<file path="src/rtl/core/smsgd_pkg.sv">
// ----------------------------------------------------------------------------
// smsgd_pkg: shared definitions of the softmax classifier core
// Sizes, operation and register codes, the exp table and address helper.
// ----------------------------------------------------------------------------
package smsgd_pkg;

   localparam int NUM_CLASSES = 10;
   localparam int FEATURE_DIM = 1024;

   localparam int CNT_W   = $clog2(NUM_CLASSES);
   localparam int EL_W    = (FEATURE_DIM > 1) ? $clog2(FEATURE_DIM) : 1;
   localparam int ELC_W   = $clog2(FEATURE_DIM + 1);
   localparam int WADDR_W = $clog2(NUM_CLASSES * FEATURE_DIM);

   localparam int REQ_DATA_W = 72;
   localparam int RSP_DATA_W = 56;
   localparam int ACC_W      = 48;
   localparam int SUM_W      = 36;

   typedef enum logic [1:0] {
      OP_FEATURE = 2'd0,
      OP_WRITE   = 2'd1,
      OP_READ    = 2'd2,
      OP_UNUSED  = 2'd3
   } op_type;

   localparam logic REG_LEARN_ENABLE  = 1'b0;
   localparam logic REG_LEARNING_RATE = 1'b1;

   localparam logic [15:0] LEARNING_RATE_RESET = 16'd655;
   localparam logic [16:0] LOG2E_Q16 = 17'd94548;
   localparam logic [16:0] ONE_Q16   = 17'd65536;

   // 2^(-k/16) in Q.16, k = 0..16.
   localparam logic [16:0] POW2_TAB [17] = '{
      17'd65536, 17'd62757, 17'd60097, 17'd57549, 17'd55109, 17'd52773,
      17'd50535, 17'd48393, 17'd46341, 17'd44376, 17'd42495, 17'd40693,
      17'd38968, 17'd37316, 17'd35734, 17'd34219, 17'd32768
   };

   function automatic logic [WADDR_W-1:0] waddr(input logic [3:0] c, input logic [9:0] e);
      return WADDR_W'(32'(c) * FEATURE_DIM + 32'(e));
   endfunction

endpackage

</file>
<file path="src/rtl/core/smsgd_div.sv">
// ----------------------------------------------------------------------------
// smsgd_div: iterative unsigned divider
// Restoring division, one quotient bit per cycle.
// ----------------------------------------------------------------------------
module smsgd_div
   import smsgd_pkg::*;
(
   input  logic             clock,
   input  logic             reset,
   input  logic             start,
   input  logic [ACC_W-1:0] dividend,
   input  logic [SUM_W-1:0] divisor,
   output logic             done,
   output logic [ACC_W-1:0] quotient
);

   logic             busy_ff, done_ff;
   logic [5:0]       bit_ff;
   logic [ACC_W-1:0] dvd_ff, q_ff;
   logic [SUM_W-1:0] dvs_ff;
   logic [SUM_W:0]   rem_ff;

   logic [SUM_W:0]   rem_sh;
   logic             take;

   always_comb begin
      rem_sh = {rem_ff[SUM_W-1:0], dvd_ff[ACC_W-1]};
      take   = (rem_sh >= {1'b0, dvs_ff});
   end

   always_ff @(posedge clock) begin
      if (reset) begin
         busy_ff <= 1'b0;
         done_ff <= 1'b0;
      end else begin
         done_ff <= 1'b0;
         if (start) begin
            busy_ff <= 1'b1;
            bit_ff  <= 6'd0;
            dvd_ff  <= dividend;
            dvs_ff  <= divisor;
            rem_ff  <= '0;
            q_ff    <= '0;
         end else if (busy_ff) begin
            dvd_ff <= {dvd_ff[ACC_W-2:0], 1'b0};
            rem_ff <= take ? (rem_sh - {1'b0, dvs_ff}) : rem_sh;
            q_ff   <= {q_ff[ACC_W-2:0], take};
            bit_ff <= bit_ff + 6'd1;
            if (bit_ff == 6'(ACC_W - 1)) begin
               busy_ff <= 1'b0;
               done_ff <= 1'b1;
            end
         end
      end
   end

   assign done     = done_ff;
   assign quotient = q_ff;

endmodule

</file>
<file path="config.mk">
export PLATFORM = sky130hd
export DESIGN_NAME = smsgd_div
export DESIGN_NICKNAME = d
export VERILOG_FILES = /design/src/rtl/core/smsgd_pkg.sv /design/src/rtl/core/smsgd_div.sv
export SDC_FILE = /design/constraint.sdc
export NUM_CORES = 1
export LEC_CHECK = 0
export ABC_AREA = 1
export BUFFER_PORTS_ARGS = -buffer_cell sky130_fd_sc_hd__buf_2
export CAP_MARGIN = 20
export CORE_UTILIZATION = 40
export CTS_BUF_LIST = sky130_fd_sc_hd__clkbuf_8
export CTS_CLUSTER_DIAMETER = 40
export DETAILED_ROUTE_END_ITERATION = 10
export HOLD_SLACK_MARGIN = 0.15
export PLACE_DENSITY_LB_ADDON = 0.05
export SETUP_SLACK_MARGIN = 0.05
export SLEW_MARGIN = 10
export SYNTH_ARGS = -nofsm -noshare
export SYNTH_HDL_FRONTEND = slang
export SYNTH_SLANG_ARGS = --single-unit
export TNS_END_PERCENT = 30
</file>
<file path="constraint.sdc">
create_clock -name clock -period 9.55 [get_ports clock]
set_input_delay 0.4775 -clock clock [delete_from_list [all_inputs] [get_ports clock]]
set_output_delay 0.4775 -clock clock [all_outputs]
set_load 0.005 [all_outputs]
</file>
=== Word-level counts from Yosys, hierarchy flattened ===
Cells that the tools add are included.

* Input port bits: 87
* Output and inout port bits: 49
* Register bits after elaboration: 176

* Bitwise logic cells: 2
* Eq/ne operators: 1
* Multiplexer cells: 10
* Magnitude comparators: 1
* Reduce and logical (&&, ||, !) cells: 4
* Add/sub/neg operators: 2

{| class="wikitable"
|+ Operators with widths
! operator !! count
|-
| 48-bit two-way mux || 3
|-
| 36-bit two-way mux || 2
|-
| 37-bit by 36-bit >= comparator with 1-bit output || 1
|-
| 36-bit subtractor || 1
|-
| 6-bit by 1-bit adder with 6-bit output (second input constant) || 1
|-
| 6-bit equality test (second input constant) || 1
|-
| 6-bit two-way mux || 1
|-
| 1-bit two-way mux || 4
|-
| 2-bit AND reduction || 2
|-
| 3-bit OR reduction || 1
|-
| 1-bit NOT || 2
|-
| 2-bit nonzero test || 1
|}

=== Longest topological paths before layout ===
* Depth after elaboration: 4
* Gate-level depth with buffers: 17
* Mapped depth without buffers: 17

=== Least setup slack after synthesis ===
No wires, ideal clock.

* Path kind: in2reg
* From: input port start
* To: register bit_ff[0] (enable)
* Stages on the path: 3
* Path slack: 1559 ps
* Data arrival time: 7307 ps
* Cells stage by stage: inv_1 clkbuf_1 a21oi_1

* Word-level cells in the longest chain between the ends: 2

{| class="wikitable"
|+ Ends and longest elaborated chain
! what !! RTL line !! text
|-
| start, declared || smsgd_div.sv:10 || <nowiki>input logic start,</nowiki>
|-
| 2-bit nonzero test (no line) || n/a ||
|-
| 2-bit AND reduction (no line) || n/a ||
|-
| end signal, assigned || smsgd_div.sv:48 || <nowiki>bit_ff <= bit_ff + 6'd1;</nowiki>
|-
| end, declared || smsgd_div.sv:18 || <nowiki>logic [5:0] bit_ff;</nowiki>
|}

Every way passes these cells.
A chain may end at the register's enable or synchronous reset.

=== Worst setup path after layout ===
* From: register rem_ff[26]
* To: register rem_ff[11] (data pin)

* Word-level cells in the longest chain between the ends: 3

{| class="wikitable"
|+ Ends and longest elaborated chain
! what !! RTL line !! text
|-
| start, declared || smsgd_div.sv:21 || <nowiki>logic [SUM_W:0] rem_ff;</nowiki>
|-
| start signal, assigned || smsgd_div.sv:46 || <nowiki>rem_ff <= take ? (rem_sh - {1'b0, dvs_ff}) : rem_sh;</nowiki>
|-
| 37-bit by 36-bit >= comparator with 1-bit output || smsgd_div.sv:28 || <nowiki>take = (rem_sh >= {1'b0, dvs_ff});</nowiki>
|-
| 36-bit two-way mux || smsgd_div.sv:46 ||
|-
| 36-bit two-way mux || smsgd_div.sv:44 || <nowiki>end else if (busy_ff) begin</nowiki>
|}

Every way passes these cells. The select of a mux whose other input is x is not followed.

==> qor.csv <==
metric,value,unit
CORE AREA,0.02453,mm^2
Worst Path Max Fanout,50,
worst path bufs/invs,2,
Die X,160.9,um
stages on the worst setup path,10,
yosys warns,0,
CP max-delay cell,inv_2,
die area,0.02590,mm^2
multi-input logic area,0.003837,mm^2
kind of critical path,reg2reg,
Mapped Nets,1363,
final setup fails,0,
Worst slew margin,28.38,%
PD cells,166.4,mW/mm^2
cts repair resizes,0,
RSZ-0062 raised after global routing,no,
final setup TNS,0,ns
Fin. Hold Viols,0,
fin crit share,33.68,%
worst slew pin tran,1.074,ns
non-filler instance count after layout,1726,
most frequent cells in the layout,"nand2_1, inv_1, edfxtp_1, nor2_1, buf_2",
global-route wire length before repair,37730,um
cts hold-fix bufs,5,
Worst Hold Slack,0.1720,ns
grt total ovfl,0,
outcome,"finished, final reports clean",
Finished Core Util,47.59,%
Post-DRT Antenna Nets,0,
Setup Buffers After CTS,0,
DR vias,7786,
post-synthesis cell count,1238,
DR top layer,met5,
syn_area_per_cell,8.160,um^2
"CP delay by family, top",simple AND/OR/NAND/NOR gates,
starting DRC count in detailed routing,401,
post-DP HPWL,16600,um
Hold Crit Class,in2reg,
number of synthesized register bits,176,
met2 WL,10270,um
Num CTS Buffers,17,
post-DR wirelength/cell,13.39,um
"Clk pin slew, worst setup/hold paths",0.12,ns
Area growth syn-to-layout,15.57,%
Starting Density,41.18,%
design area,0.01167,mm^2
TritonCTS clock tree,built,
Final nets,1509,
CTS root buf,clkbuf_8,
Total GRT Usage,18.55,%
Peak VDD IR,0.09312,mV
"commonest non-fill, non-tap cell in the layout",nand2_1,
FILL cells,2538,
Clock Latency Late Sink,0.48,ns
Num Clock Sinks,176,
FF+latch area,0.005265,mm^2
Netlist Area Pre-Place,0.01010,mm^2
max cap viols,0,
Worst setup SP type,flip-flop,
Final min period,3.216,ns
Hold Path Stages,1,
FMAX,310.9,MHz
drt pass-1 iters,8,
path depth of the worst reg2reg path,10,
via/cell ratio,4.511,
Detail Route met3 WL,1224,um
Crit path arrival time,3.54,ns
vias in the first global route,7486,
GP Congestion,0.8850,
CTS H-Tree Depth,4,
fraction of layout cells with a size suffix above 1,16.03,%
# DRC,0,
Metal-1 WL,11350,um
row count,57,
final wirelength,23120,um
LEAKAGE,5.875,nW
Yosys cell types,36,
post-synthesis sequential area ratio,52.12,%
max incr delay on CP,0.67,ns
largest net degree at the start of global routing,81,
port bufs,135,
clk buf depth,2,
Placed Instance Area,0.01111,mm^2
die height,160.9,um
Worst EP required,9.87,ns
Slew Limit Fails,0,
I/O pins,136,
crit path capture type,flip-flop,
CP cell instances,ha_1 -> nand2_2 -> inv_1 -> a21oi_2 -> nand2_1 -> a21oi_2 -> nand4_4 -> inv_2 -> nor2_1 -> nor2_1,
Clock Skews,0.02336,ns
Cells after DPL,1675,
initial antenna violation count,5,
through the flow:
stage,worst slack (ns),power [mW]
final,6.334,1.943
after global routing,5.947,2.066
after CTS,6.276,1.963
after detailed placement,6.337,1.416
after global placement,6.366,1.415
after floorplan,1.559,1.300
layout make-up:
type | count | share of cell area, %
sequential | 176 | 45.10
antenna | 5 | 0.1072
clock buffer | 17 | 2.004
inverter | 236 | 7.588
timing repair buffer | 154 | 7.330
clock inverter | 15 | 1.533
tap | 324 | 3.472
multi-input combinational | 799 | 32.87
Yosys cell counts, drive strengths merged:
master	number	share of area, %
a21boi	1	0.074
a21oi	27	1.4
and2	2	0.12
and3	2	0.12
buf	10	0.68
clkbuf	17	0.63
clkinv	1	0.037
dfxtp	2	0.40
edfxtp	174	52
fa	1	0.20
ha	37	4.6
inv	235	8.7
nand2	456	17
nand3	25	1.3
nand3b	8	0.59
nand4	6	0.52
nor2	173	7.1
nor3	5	0.30
nor4	5	0.31
o21a	2	0.15
o21ai	6	0.30
o21bai	23	1.7
or2	1	0.062
xnor2	1	0.087
xor2	18	1.6
report_power, final:
group          total [mW]  switching, mW  internal (mW)
Combinational       0.455          0.296          0.159
Sequential          0.946         0.0233          0.922
Clock               0.543          0.339          0.203
final timing paths:
path / from / end / slack, ns
hold reg to reg: dvd_ff[25] / dvd_ff[26] / 0.52
setup reg to reg: rem_ff[26] / rem_ff[11] / 6.33
setup / recovery: rem_ff[26] / rem_ff[11] / 6.33
hold / removal: divisor[18] / dvs_ff[18] / 0.17
sequential cells by signal, indices dropped and copies added (netlist names):
signal    flops
dvs_ff       36
bit_ff        6
rem_ff       36
quotient     48
dvd_ff       48
done          1
busy_ff       1
layer usage:
layer,GRT usage (%),vias to the layer above
met5,0,-
met4,4.674,2
met3,4.830,17
met2,29.53,145
met1,25.07,3504
li1,-,4118
cells by family (layout without fill, tap and decap cells):
logic type,after synthesis,count (layout),synth area share [%]
and+or+nand+nor,683,683,27.73
DFF,176,176,52.12
buffers and inverters,263,422,10.08
other,0,5,0
xor gates and xnor gates,19,19,1.647
adders and majority gates,38,38,4.781
AOI/OAI and AO/OA,59,59,3.641
worst reg2reg max path, cell delays in order (launching register included):
cell and delay [ns]:
edfxtp_1 0.44, ha_1 0.38, nand2_2 0.16, inv_1 0.07
a21oi_2 0.18, nand2_1 0.11, a21oi_2 0.17, nand4_4 0.65
inv_2 0.70, nor2_1 0.09, nor2_1 0.12
No activity file was read; power rests on OpenSTA's default activity.
