### src/rtl/core/smsgd_pkg.sv
// ----------------------------------------------------------------------------
// smsgd_pkg: shared definitions of the softmax classifier core
// Sizes, operation and register codes, the exp table and address helper.
// ----------------------------------------------------------------------------
package smsgd_pkg;

   localparam int NUM_CLASSES = 10;
   localparam int FEATURE_DIM = 1024;

   localparam int CNT_W   = $clog2(NUM_CLASSES);
   localparam int EL_W    = (FEATURE_DIM > 1) ? $clog2(FEATURE_DIM) : 1;
   localparam int ELC_W   = $clog2(FEATURE_DIM + 1);
   localparam int WADDR_W = $clog2(NUM_CLASSES * FEATURE_DIM);

   localparam int REQ_DATA_W = 72;
   localparam int RSP_DATA_W = 56;
   localparam int ACC_W      = 48;
   localparam int SUM_W      = 36;

   typedef enum logic [1:0] {
      OP_FEATURE = 2'd0,
      OP_WRITE   = 2'd1,
      OP_READ    = 2'd2,
      OP_UNUSED  = 2'd3
   } op_type;

   localparam logic REG_LEARN_ENABLE  = 1'b0;
   localparam logic REG_LEARNING_RATE = 1'b1;

   localparam logic [15:0] LEARNING_RATE_RESET = 16'd655;
   localparam logic [16:0] LOG2E_Q16 = 17'd94548;
   localparam logic [16:0] ONE_Q16   = 17'd65536;

   // 2^(-k/16) in Q.16, k = 0..16.
   localparam logic [16:0] POW2_TAB [17] = '{
      17'd65536, 17'd62757, 17'd60097, 17'd57549, 17'd55109, 17'd52773,
      17'd50535, 17'd48393, 17'd46341, 17'd44376, 17'd42495, 17'd40693,
      17'd38968, 17'd37316, 17'd35734, 17'd34219, 17'd32768
   };

   function automatic logic [WADDR_W-1:0] waddr(input logic [3:0] c, input logic [9:0] e);
      return WADDR_W'(32'(c) * FEATURE_DIM + 32'(e));
   endfunction

endpackage

### src/rtl/core/smsgd_exp.sv
// ----------------------------------------------------------------------------
// smsgd_exp: table based exp of a non-positive score difference
// Three stage pipeline giving exp(-d) in unsigned Q1.31 with a class tag.
// ----------------------------------------------------------------------------
module smsgd_exp
   import smsgd_pkg::*;
(
   input  logic             clock,
   input  logic             reset,
   input  logic             in_valid,
   input  logic [CNT_W-1:0] in_tag,
   input  logic [ACC_W-1:0] in_negd,
   output logic             out_valid,
   output logic [CNT_W-1:0] out_tag,
   output logic [31:0]      out_exp
);

   logic             v0_ff, v1_ff, v2_ff;
   logic [CNT_W-1:0] tag0_ff, tag1_ff, tag2_ff;
   logic             big_ff, zero_ff;
   logic [21:0]      t_ff;
   logic [16:0]      tk_ff;
   logic [23:0]      prod_ff;
   logic [4:0]       n_ff;
   logic [31:0]      exp_ff;

   logic [37:0] m;
   logic [3:0]  k;
   logic [16:0] diff;
   logic [16:0] v;

   always_comb begin
      m    = 38'(in_negd[20:0]) * 38'(LOG2E_Q16);
      k    = t_ff[15:12];
      diff = POW2_TAB[k] - POW2_TAB[5'(k) + 5'd1];
      v    = tk_ff - 17'(prod_ff[23:12]);
   end

   always_ff @(posedge clock) begin
      if (reset) begin
         v0_ff <= 1'b0;
         v1_ff <= 1'b0;
         v2_ff <= 1'b0;
      end else begin
         v0_ff <= in_valid;
         v1_ff <= v0_ff;
         v2_ff <= v1_ff;
      end
      tag0_ff <= in_tag;
      big_ff  <= (in_negd >= ACC_W'(32'd32 << 16));
      t_ff    <= m[37:16];
      tag1_ff <= tag0_ff;
      zero_ff <= big_ff || (t_ff[21:16] >= 6'd32);
      n_ff    <= t_ff[20:16];
      tk_ff   <= POW2_TAB[k];
      prod_ff <= diff[11:0] * t_ff[11:0];
      tag2_ff <= tag1_ff;
      exp_ff  <= zero_ff ? 32'd0 : ({v, 15'd0} >> n_ff);
   end

   assign out_valid = v2_ff;
   assign out_tag   = tag2_ff;
   assign out_exp   = exp_ff;

endmodule

### config.mk
export PLATFORM = sky130hd
export DESIGN_NAME = smsgd_exp
export DESIGN_NICKNAME = d
export VERILOG_FILES = /design/src/rtl/core/smsgd_pkg.sv /design/src/rtl/core/smsgd_exp.sv
export SDC_FILE = /design/constraint.sdc
export NUM_CORES = 1
export LEC_CHECK = 0
export ABC_AREA = 1
export BUFFER_PORTS_ARGS = -buffer_cell sky130_fd_sc_hd__buf_4
export CAP_MARGIN = 10
export CORE_ASPECT_RATIO = 0.9
export CORE_UTILIZATION = 55
export CTS_CLUSTER_SIZE = 30
export DETAILED_ROUTE_END_ITERATION = 8
export HOLD_SLACK_MARGIN = 0.02
export PLACE_DENSITY = 0.87
export SKIP_LAST_GASP = 1
export SLEW_MARGIN = 40
export SYNTH_ARGS = -nofsm -noshare
export SYNTH_HDL_FRONTEND = slang
export SYNTH_SLANG_ARGS = --single-unit
### constraint.sdc
create_clock -name clock -period 7 [get_ports clock]
set_input_delay 0.35 -clock clock [delete_from_list [all_inputs] [get_ports clock]]
set_output_delay 0.35 -clock clock [all_outputs]
set_load 0.01 [all_outputs]
---- Word level (Yosys, flattened, before mapping) ----
Memories as Yosys holds them, arrays and structs flattened.
Cells that the tools add are included.
word-level totals
  register bits after elaboration ......... 117
  output and inout port bits .............. 37
  bits of input ports ..................... 55
  word-level logic and storage cells ...... 32
  memories ................................ 2
  bits in read-only memories .............. 1088
memory list
  memory            depth  width  read ports  clocked after memory_dff  wr ports  line             text
  (name not given)  32     17     1           0                         0         smsgd_exp.sv:55  tk_ff <= POW2_TAB[k];
  (name not given)  32     17     1           0                         0         smsgd_exp.sv:35  diff = POW2_TAB[k] - POW2_TAB[5'(k) + 5'd1];
cells by class
  muxes and demuxes ....................... 4
  add/subtract/negate cells ............... 3
  bitwise operators ....................... 2
  shift operators ......................... 1
  reduce and logical (&&, ||, !) cells .... 1
  multiply operators ...................... 2
  order comparisons ....................... 4
operators with widths
  kind                                                                  count
  greater-or-equal comparator 48 x 22 -> 1 bit (second input constant)  1
  multiplier 21 x 15 -> 36 bit (second input constant)                  1
  two-way mux 17 bit                                                    2
  >> shifter 32 x 5 -> 32 bit                                           1
  multiplier 12 x 12 -> 24 bit                                          1
  two-way mux 12 bit                                                    2
  subtractor 17 x 12 -> 17 bit                                          1
  greater-or-equal comparator 6 bit (second input constant)             2
  subtractor 12 bit                                                     1
  greater-or-equal comparator 5 x 6 -> 1 bit (second input constant)    1
  inverter 5 -> 6 bit                                                   1
  adder 4 x 1 -> 5 bit (second input constant)                          1
  inverter 4 -> 5 bit                                                   1
  logical OR 1 bit                                                      1

---- Depth between registers and ports, before layout ----
Gate-level depths: netlist of the first run.
  depth after elaboration ................. 7
  mapped depth ............................ 44
  mapped depth without buffers ............ 43

---- Worst setup path before layout of the first run ----
OpenSTA, ideal clock, no wires.
  path type ............................... reg2reg
  start point ............................. register t_ff[13]
  end point ............................... register prod_ff[20]
  slack ................................... -0.096 ns
  data required time ...................... 6.888 ns
  buffers on the path ..................... 0
  cell stages (with the launch flop) ...... 41
  arrival time ............................ 6.983 ns
  clock period less this slack ............ 7.096 ns
  setup time .............................. 0.112 ns
  cells stage by stage .................... dfxtp_1 ha_1 inv_1 ha_1 inv_1 nor2_1 o22ai_1 nand2_1 a21oi_1 o21ai_0 ha_1 a21oi_1 nand2_1 nand2_1 nand2_1 nand2_1 nand2_1 nand2_1 (+5 left out) nand2_1 fa_1 inv_1 fa_1 fa_1 fa_1 inv_1 fa_1 inv_1 ha_1 nand2_1 o21ai_0 o21bai_1 a21oi_1 o21ai_0 nand2_1 nand3_1 nand2_1
on the way
  cells in the longest elaborated chain, start to end .. 7
  elaborated cells between the ends (all ways) .. 11
  those cells by class .................... add/sub (2); mul (1); mux (4); bitwise (2); memory (2)
RTL lines
  what                                                    line             text
  start, declared                                         smsgd_exp.sv:21  logic [21:0] t_ff;
  start signal, assigned                                  smsgd_exp.sv:51  t_ff <= m[37:16];
  adder 4 x 1 -> 5 bit                                    smsgd_exp.sv:35
  inverter 5 -> 6 bit (implied by the code)               smsgd_exp.sv:35
  memory (32 x 17 bit)                                    -
  two-way mux 12 bit (implied by the code) (2 in series)  smsgd_exp.sv:35
  subtractor 12 bit *                                     smsgd_exp.sv:35
  multiplier 12 x 12 -> 24 bit *                          smsgd_exp.sv:56  prod_ff <= diff[11:0] * t_ff[11:0];
  end signal, assigned                                    smsgd_exp.sv:56
  end, declared                                           smsgd_exp.sv:23  logic [23:0] prod_ff;
Mark *: on every way between the ends. The rest lies on a longest branch, timed or not. The select of a mux whose other input is x is not followed.
A chain may end at the register's enable or synchronous reset.

---- Worst setup path after layout of the first run ----
  start point ............................. register t_ff[12]
  end point ............................... register prod_ff[23]
The elaborated chain is that of the path after synthesis.

==> results of run 1 <==
## worst paths after layout
path	end	slack, ns
worst max-delay path	prod_ff[23]$_DFF_P_	0.14
worst min-delay path	tag0_ff[2]$_DFF_P_	0.07
worst max register to register	prod_ff[23]$_DFF_P_	0.14
worst min register to register	n_ff[1]$_DFF_P_	0.33
## flip-flops by register name (all words and copies together), names as in the netlist
signal and flops:
big_ff 1, n_ff 5, out_exp 32, out_tag 4, out_valid 1, prod_ff 12
t_ff 22, tag0_ff 4, tag1_ff 4, tk_ff 17, v0_ff 1, v1_ff 1
zero_ff 1
## cells in the mapped netlist (2+ instances only)
| master | count |
|---|---|
| clkinv_1 | 7 |
| o22ai_1 | 3 |
| a21o_1 | 4 |
| inv_2 | 5 |
| o21a_1 | 3 |
| xnor2_1 | 18 |
| inv_1 | 408 |
| buf_2 | 6 |
| o2111ai_1 | 3 |
| or2_2 | 12 |
| o21ai_1 | 4 |
| buf_4 | 2 |
| nand3b_1 | 3 |
| fa_1 | 200 |
| ha_1 | 259 |
| clkbuf_1 | 21 |
| a211oi_1 | 3 |
| nand4_1 | 7 |
| xor2_1 | 24 |
| nand2_1 | 375 |
| nand3_1 | 161 |
| a31oi_1 | 7 |
| a21oi_1 | 101 |
| a221oi_1 | 2 |
| xor2_2 | 2 |
| nand2_2 | 3 |
| nor2_1 | 173 |
| buf_1 | 8 |
| dfxtp_1 | 105 |
| o21ai_0 | 59 |
| nor4_1 | 8 |
| o211ai_1 | 7 |
| nor3_1 | 11 |
| o21bai_1 | 5 |
## timing repair
action	CTS	global route
setup buffers	0	24
pin swaps	2	69
endpoints found under the setup margin	9	12
resized for setup	14	102
## cells by family after synthesis
| group | after synthesis | share of synthesized area [%] |
|---|---|---|
| XOR/XNOR | 44 | 2.528 |
| AO/OA/AOI/OAI | 207 | 7.220 |
| flip-flops | 105 | 13.27 |
| adder cells (fa/ha/maj) | 459 | 45.74 |
| buffers and inverters | 460 | 11.07 |
| AND/OR/NAND/NOR | 760 | 20.18 |
## cell type report
class	instances	area [um^2]	share of cell area [%]
clock buffers	9	225.2	1.232
flip-flops and latches	105	2108	11.54
clock inverters	7	91.34	0.4998
well taps	360	450.4	2.465
inverters	422	1593	8.716
multi-input cells	1470	12360	67.66
repair buffers	188	1441	7.888
## worst register-to-register path, delay by kind of cell, from the launching register on
kind | cells | cell delay, ns
buf+inv | 6 | 0.58
compound gates | 9 | 1.42
simple gates | 11 | 1.04
fa+ha+maj | 7 | 3.18
xor+xnor | 1 | 0.13
flops | 1 | 0.38
## layer usage
layer	vias up	track usage (%)	wire length, um
met5	-	0	0
met4	0	9.207	1278
met3	104	4.539	2810
met2	618	49.42	20670
met1	6684	34.66	17090
li1	6703	-	-
## per-stage QoR
stage,std cells,hold WS [ns]
final,2561,0.07312
after global routing,2561,0.05598
after CTS,2537,0.06745
after detailed placement,2521,0.3128
after global placement,2521,0.3097
after floorplan,2035,0.3096
==> qor.yml, run 1 <==
status: "completed"
hold_start: "in_tag[2]"
timing.critical_path.buf_inv: 6
layout_setup_ws_ns: 0.1444
synth_area_leader_cell: "fa_1"
core-area_mm2: 0.02816
synth_edf_count: 0
insertion_delay_ns: 0.37
overflow: 0
clk_pin_slew_worst_paths_ns: 0.08
postPlaceCellArea_mm2: 0.01736
finalSetupViolations: 0
crit_path_start: "t_ff[12]$_DFF_P_"
skew_ns: 0.01283
worstHoldPathType: "in2reg"
synthCells: 2035
grt_usage_pct: 27.91
num_vias: 14110
crit_path_start_kind: "register"
critPathCaptureType: "register"
syn_nets: 2549
viasPerCell: 5.509
async_flop_share_pct: 0
max-cap-violations: 0
worstReg2RegStart: "t_ff[12]$_DFF_P_"
fin_crit_sh_pct: 97.94
critPathMostFrequentCell: "nand2_2"
grt_pass1_vias: 14050
start_util_pct: 56.25
fin_util_pct: 64.90
cts_max_path_buffers: 2
holdPathStages: 1
rsz0062_at_grt: "true"
cts-root-buf: "clkbuf_16"
seq_area_frac_synth_pct: 13.27
hpwl_um: 34300
cts_tree: "done"
cts_hold_buffers: 0
slowest_delay_ns: 0.59
drt-initial-drc-count: 1285
synth_top_area_share_pct: 25.28
cp.depth: 34
cp_max_fo: 6
insertedDiodeCount: 0
place.gp.congestion: 0.9689
portBuffers: 91
ys_ff_latch: 105
yosysUniqueCellTypes: 50
grt_max_degree: 27
layout_commonest_cell: "inv_1"
wl_per_cell_um: 16.34
slew_violations: 0
worstPathArrival_ns: 7.11
fmax_mhz: 145.9
syn-cell-area_mm2: 0.01584
area_growth_pct: 15.37
drt-total-wl_um: 41840
pre_cts_slack_ns: -0.2065
antenna_found_initial: 0
fin_area_mm2: 0.01827
synth_area_per_cell_um2: 7.783
h-tree-depth: 3
cts_buffers: 9
die_w_um: 180.9
critical_path_class: "reg2reg"
drc_errors: 0
die_h_um: 163.0
slowest_stage: "fa_2"
finalHoldViolCount: 0
final_cell_mix: "inv_1 (393), nand2_1 (360), ha_1 (242), fa_1 (197), buf_4 (182)"
drt-pass1-iter-count: 6
rr_worst_depth: 34
ys_warn_count: 0
fp-row-count: 58
setup_tns_ns: 0
cts_sinks: 105
period_needed_ns: 6.856
postRouteAntennaNets: 0
synth_ff_type: "dfxtp_1"
dieArea_mm2: 0.02948
worst_pin_slew_ns: 0.7627
final_nets: 2710
nFillCells: 2273
drive_gt1_share_pct: 14.49
critPathRequiredTime_ns: 7.26
pin_count: 92
critPathTopFamily: "adder cells"
max_slew_margin_pct: 49.08
grt_pass1_wl_um: 65830
synthTopCellsByArea: "fa_1 (25%), ha_1 (20%), dfxtp_1 (13%)"
Power of run 1 is left out: the tool's default activity adds up to more than one toggle a clock period on the data nets, which glitch-free logic cannot reach.
==> inputs of run 2 (changes only) <==
--- a/config.mk
+++ b/config.mk
@@ -14,6 +14,7 @@
 export DETAILED_ROUTE_END_ITERATION = 8
 export HOLD_SLACK_MARGIN = 0.02
 export PLACE_DENSITY = 0.87
+export RECOVER_POWER = 25
 export SKIP_LAST_GASP = 1
 export SLEW_MARGIN = 40
 export SYNTH_ARGS = -nofsm -noshare
==> run 2 against run 1 <==
  * Final cell count unchanged
  * Sequential share of layout area about the same
  * Clock skew about the same
  * Worst setup slack got worse by 0.00064 ns
  * Die area unchanged
  * Fmax about the same
  * Non-clock buffer count unchanged
  * Routed wire length about the same
  * Design area decreased by 0.23%
  * Critical path depth unchanged
==> qor.yml, run 2 (same netlist as run 1, synthesis figures left out) <==
final_nets: 2710  # unchanged
grt_pass1_wl_um: 65830  # unchanged
grt_max_degree: 27  # unchanged
fin_util_pct: 64.75  # -0.15 points
num_vias: 14130  # +0.13%
slowest_delay_ns: 0.59  # about the same
grt_pass1_vias: 14050  # unchanged
rsz0062_at_grt: "true"
layout_setup_ws_ns: 0.1437  # -0.0006350 ns
worstHoldPathType: "in2reg"
layout_commonest_cell: "inv_1"
drt-total-wl_um: 41880  # about the same
fp-row-count: 58  # unchanged
final_cell_mix: "inv_1 (393), nand2_1 (360), ha_1 (242), fa_1 (197), nor2_1 (166)"
wl_per_cell_um: 16.35  # about the same
portBuffers: 91  # unchanged
largest_reg_flops: 32  # unchanged
cp_max_fo: 6  # unchanged
drt-initial-drc-count: 1269  # -1.2%
grt_usage_pct: 27.91  # unchanged
viasPerCell: 5.517  # +0.13%
core-area_mm2: 0.02816  # unchanged
clk_pin_slew_worst_paths_ns: 0.09  # about the same
hpwl_um: 34300  # unchanged
area_growth_pct: 15.11
crit_path_start_kind: "register"
h-tree-depth: 3  # unchanged
die_h_um: 163.0  # unchanged
cts_buffers: 9  # unchanged
cp-endpoint: "prod_ff[23]$_DFF_P_"
drt-met1-wl_um: 17030  # -0.31%
die_w_um: 180.9  # unchanged
pin_count: 92  # unchanged
max_slew_margin_pct: 48.48  # -0.60 points
dieArea_mm2: 0.02948  # unchanged
pre_cts_slack_ns: -0.2065  # unchanged
status: "completed"
insertion_delay_ns: 0.37  # about the same
finalHoldViolCount: 0  # unchanged
fmax_mhz: 145.9  # about the same
finalSetupViolations: 0  # unchanged
insertedDiodeCount: 0  # unchanged
r2r_slack_ns: 0.14  # about the same
period_needed_ns: 6.856  # +0.0006350 ns
place.gp.congestion: 0.9689  # unchanged
overflow: 0  # unchanged
critPathCaptureType: "register"
critPathRequiredTime_ns: 7.26  # about the same
worst_pin_slew_ns: 0.7718  # +0.009049 ns
cts_tree: "done"
wl_met2_um: 20720  # +0.28%
max-cap-violations: 0  # unchanged
worstPathArrival_ns: 7.11  # about the same
wl_met3_um: 2834  # +0.85%
fin_crit_sh_pct: 97.95  # about the same
slowest_stage: "fa_2"
top_layer: "met4"
drt-pass1-iter-count: 8  # +2
drc_errors: 0  # unchanged
postRouteAntennaNets: 0  # unchanged
cts-root-buf: "clkbuf_16"
rr_worst_depth: 34  # unchanged
critical_path_class: "reg2reg"
start_util_pct: 56.25  # unchanged
cts_sinks: 105  # unchanged
critPathMostFrequentCell: "nand2_2"
whs_ns: 0.09280  # +0.01969 ns
crit_path_start: "t_ff[13]$_DFF_P_"
cts_max_path_buffers: 2  # unchanged
skew_ns: 0.01327  # +0.0004385 ns
antenna_found_initial: 0  # unchanged
worstReg2RegStart: "t_ff[13]$_DFF_P_"
slew_violations: 0  # unchanged
drive_gt1_share_pct: 13.99  # -0.50 points
regToRegEndpoint: "prod_ff[23]$_DFF_P_"
run 2: cell count changes in the layout (fill, tap and decap cells not counted):
cell	delta
buf_4	-17
clkbuf_1	+11
clkbuf_4	+6
run 2: layout make-up:
class,instances,area (um^2)
Sequential cell,105,2108
Inverter,422,1593
Fill cell,2282,9925
Clock inverter,7,91.34
Tap cell,360,450.4
Timing Repair Buffer,188,1400
Clock buffer,9,225.2
Multi-Input combinational cell,1470,12360
run 2: worst min path at each step:
stage                        from                 end  cells after the start
5_1_grt                 in_tag[2]  tag0_ff[2]$_DFF_P_                      1
6_report                in_tag[2]  tag0_ff[2]$_DFF_P_                      1
3_5_place_dp   tag1_ff[2]$_DFF_P_  out_tag[2]$_DFF_P_                      0
2_1_floorplan    t_ff[16]$_DFF_P_     n_ff[0]$_DFF_P_                      0
3_3_place_gp     t_ff[20]$_DFF_P_     n_ff[4]$_DFF_P_                      0
4_1_cts                 in_tag[2]  tag0_ff[2]$_DFF_P_                      1
run 2: critical path, delay by kind of cell, from the launching register on:
| kind | cells | cell delay (ns) |
|---|---|---|
| compound gates | 9 | 1.37 |
| xor+xnor | 1 | 0.13 |
| fa+ha+maj | 7 | 3.18 |
| buf+inv | 7 | 0.68 |
| flops | 1 | 0.37 |
| simple gates | 10 | 0.98 |
run 2: repair_timing:
action | CTS | global route
resized for setup | 14 | 102
endpoints found under the setup margin | 9 | 12
pin swaps | 2 | 69
buffers inserted | 0 | 24
hold buffers | 0 | 0
run 2: per-layer routing:
metal / GRT usage [%] / vias to the layer above
met5: 0 / -
met4: 9.207 / 0
met3: 4.539 / 104
met2: 49.42 / 635
met1: 34.66 / 6686
li1: - / 6703
run 2: stage by stage:
stage | instances | instance area, um^2 | TNS, ns
4_1_cts | 2537 | 17750 | 0
3_3_place_gp | 2521 | 17360 | -0.03557
5_1_grt | 2561 | 18230 | -1.105
3_5_place_dp | 2521 | 17360 | -0.8086
6_report | 2561 | 18230 | 0
2_1_floorplan | 2035 | 15840 | 0
Power of run 2 is left out for the same reason.
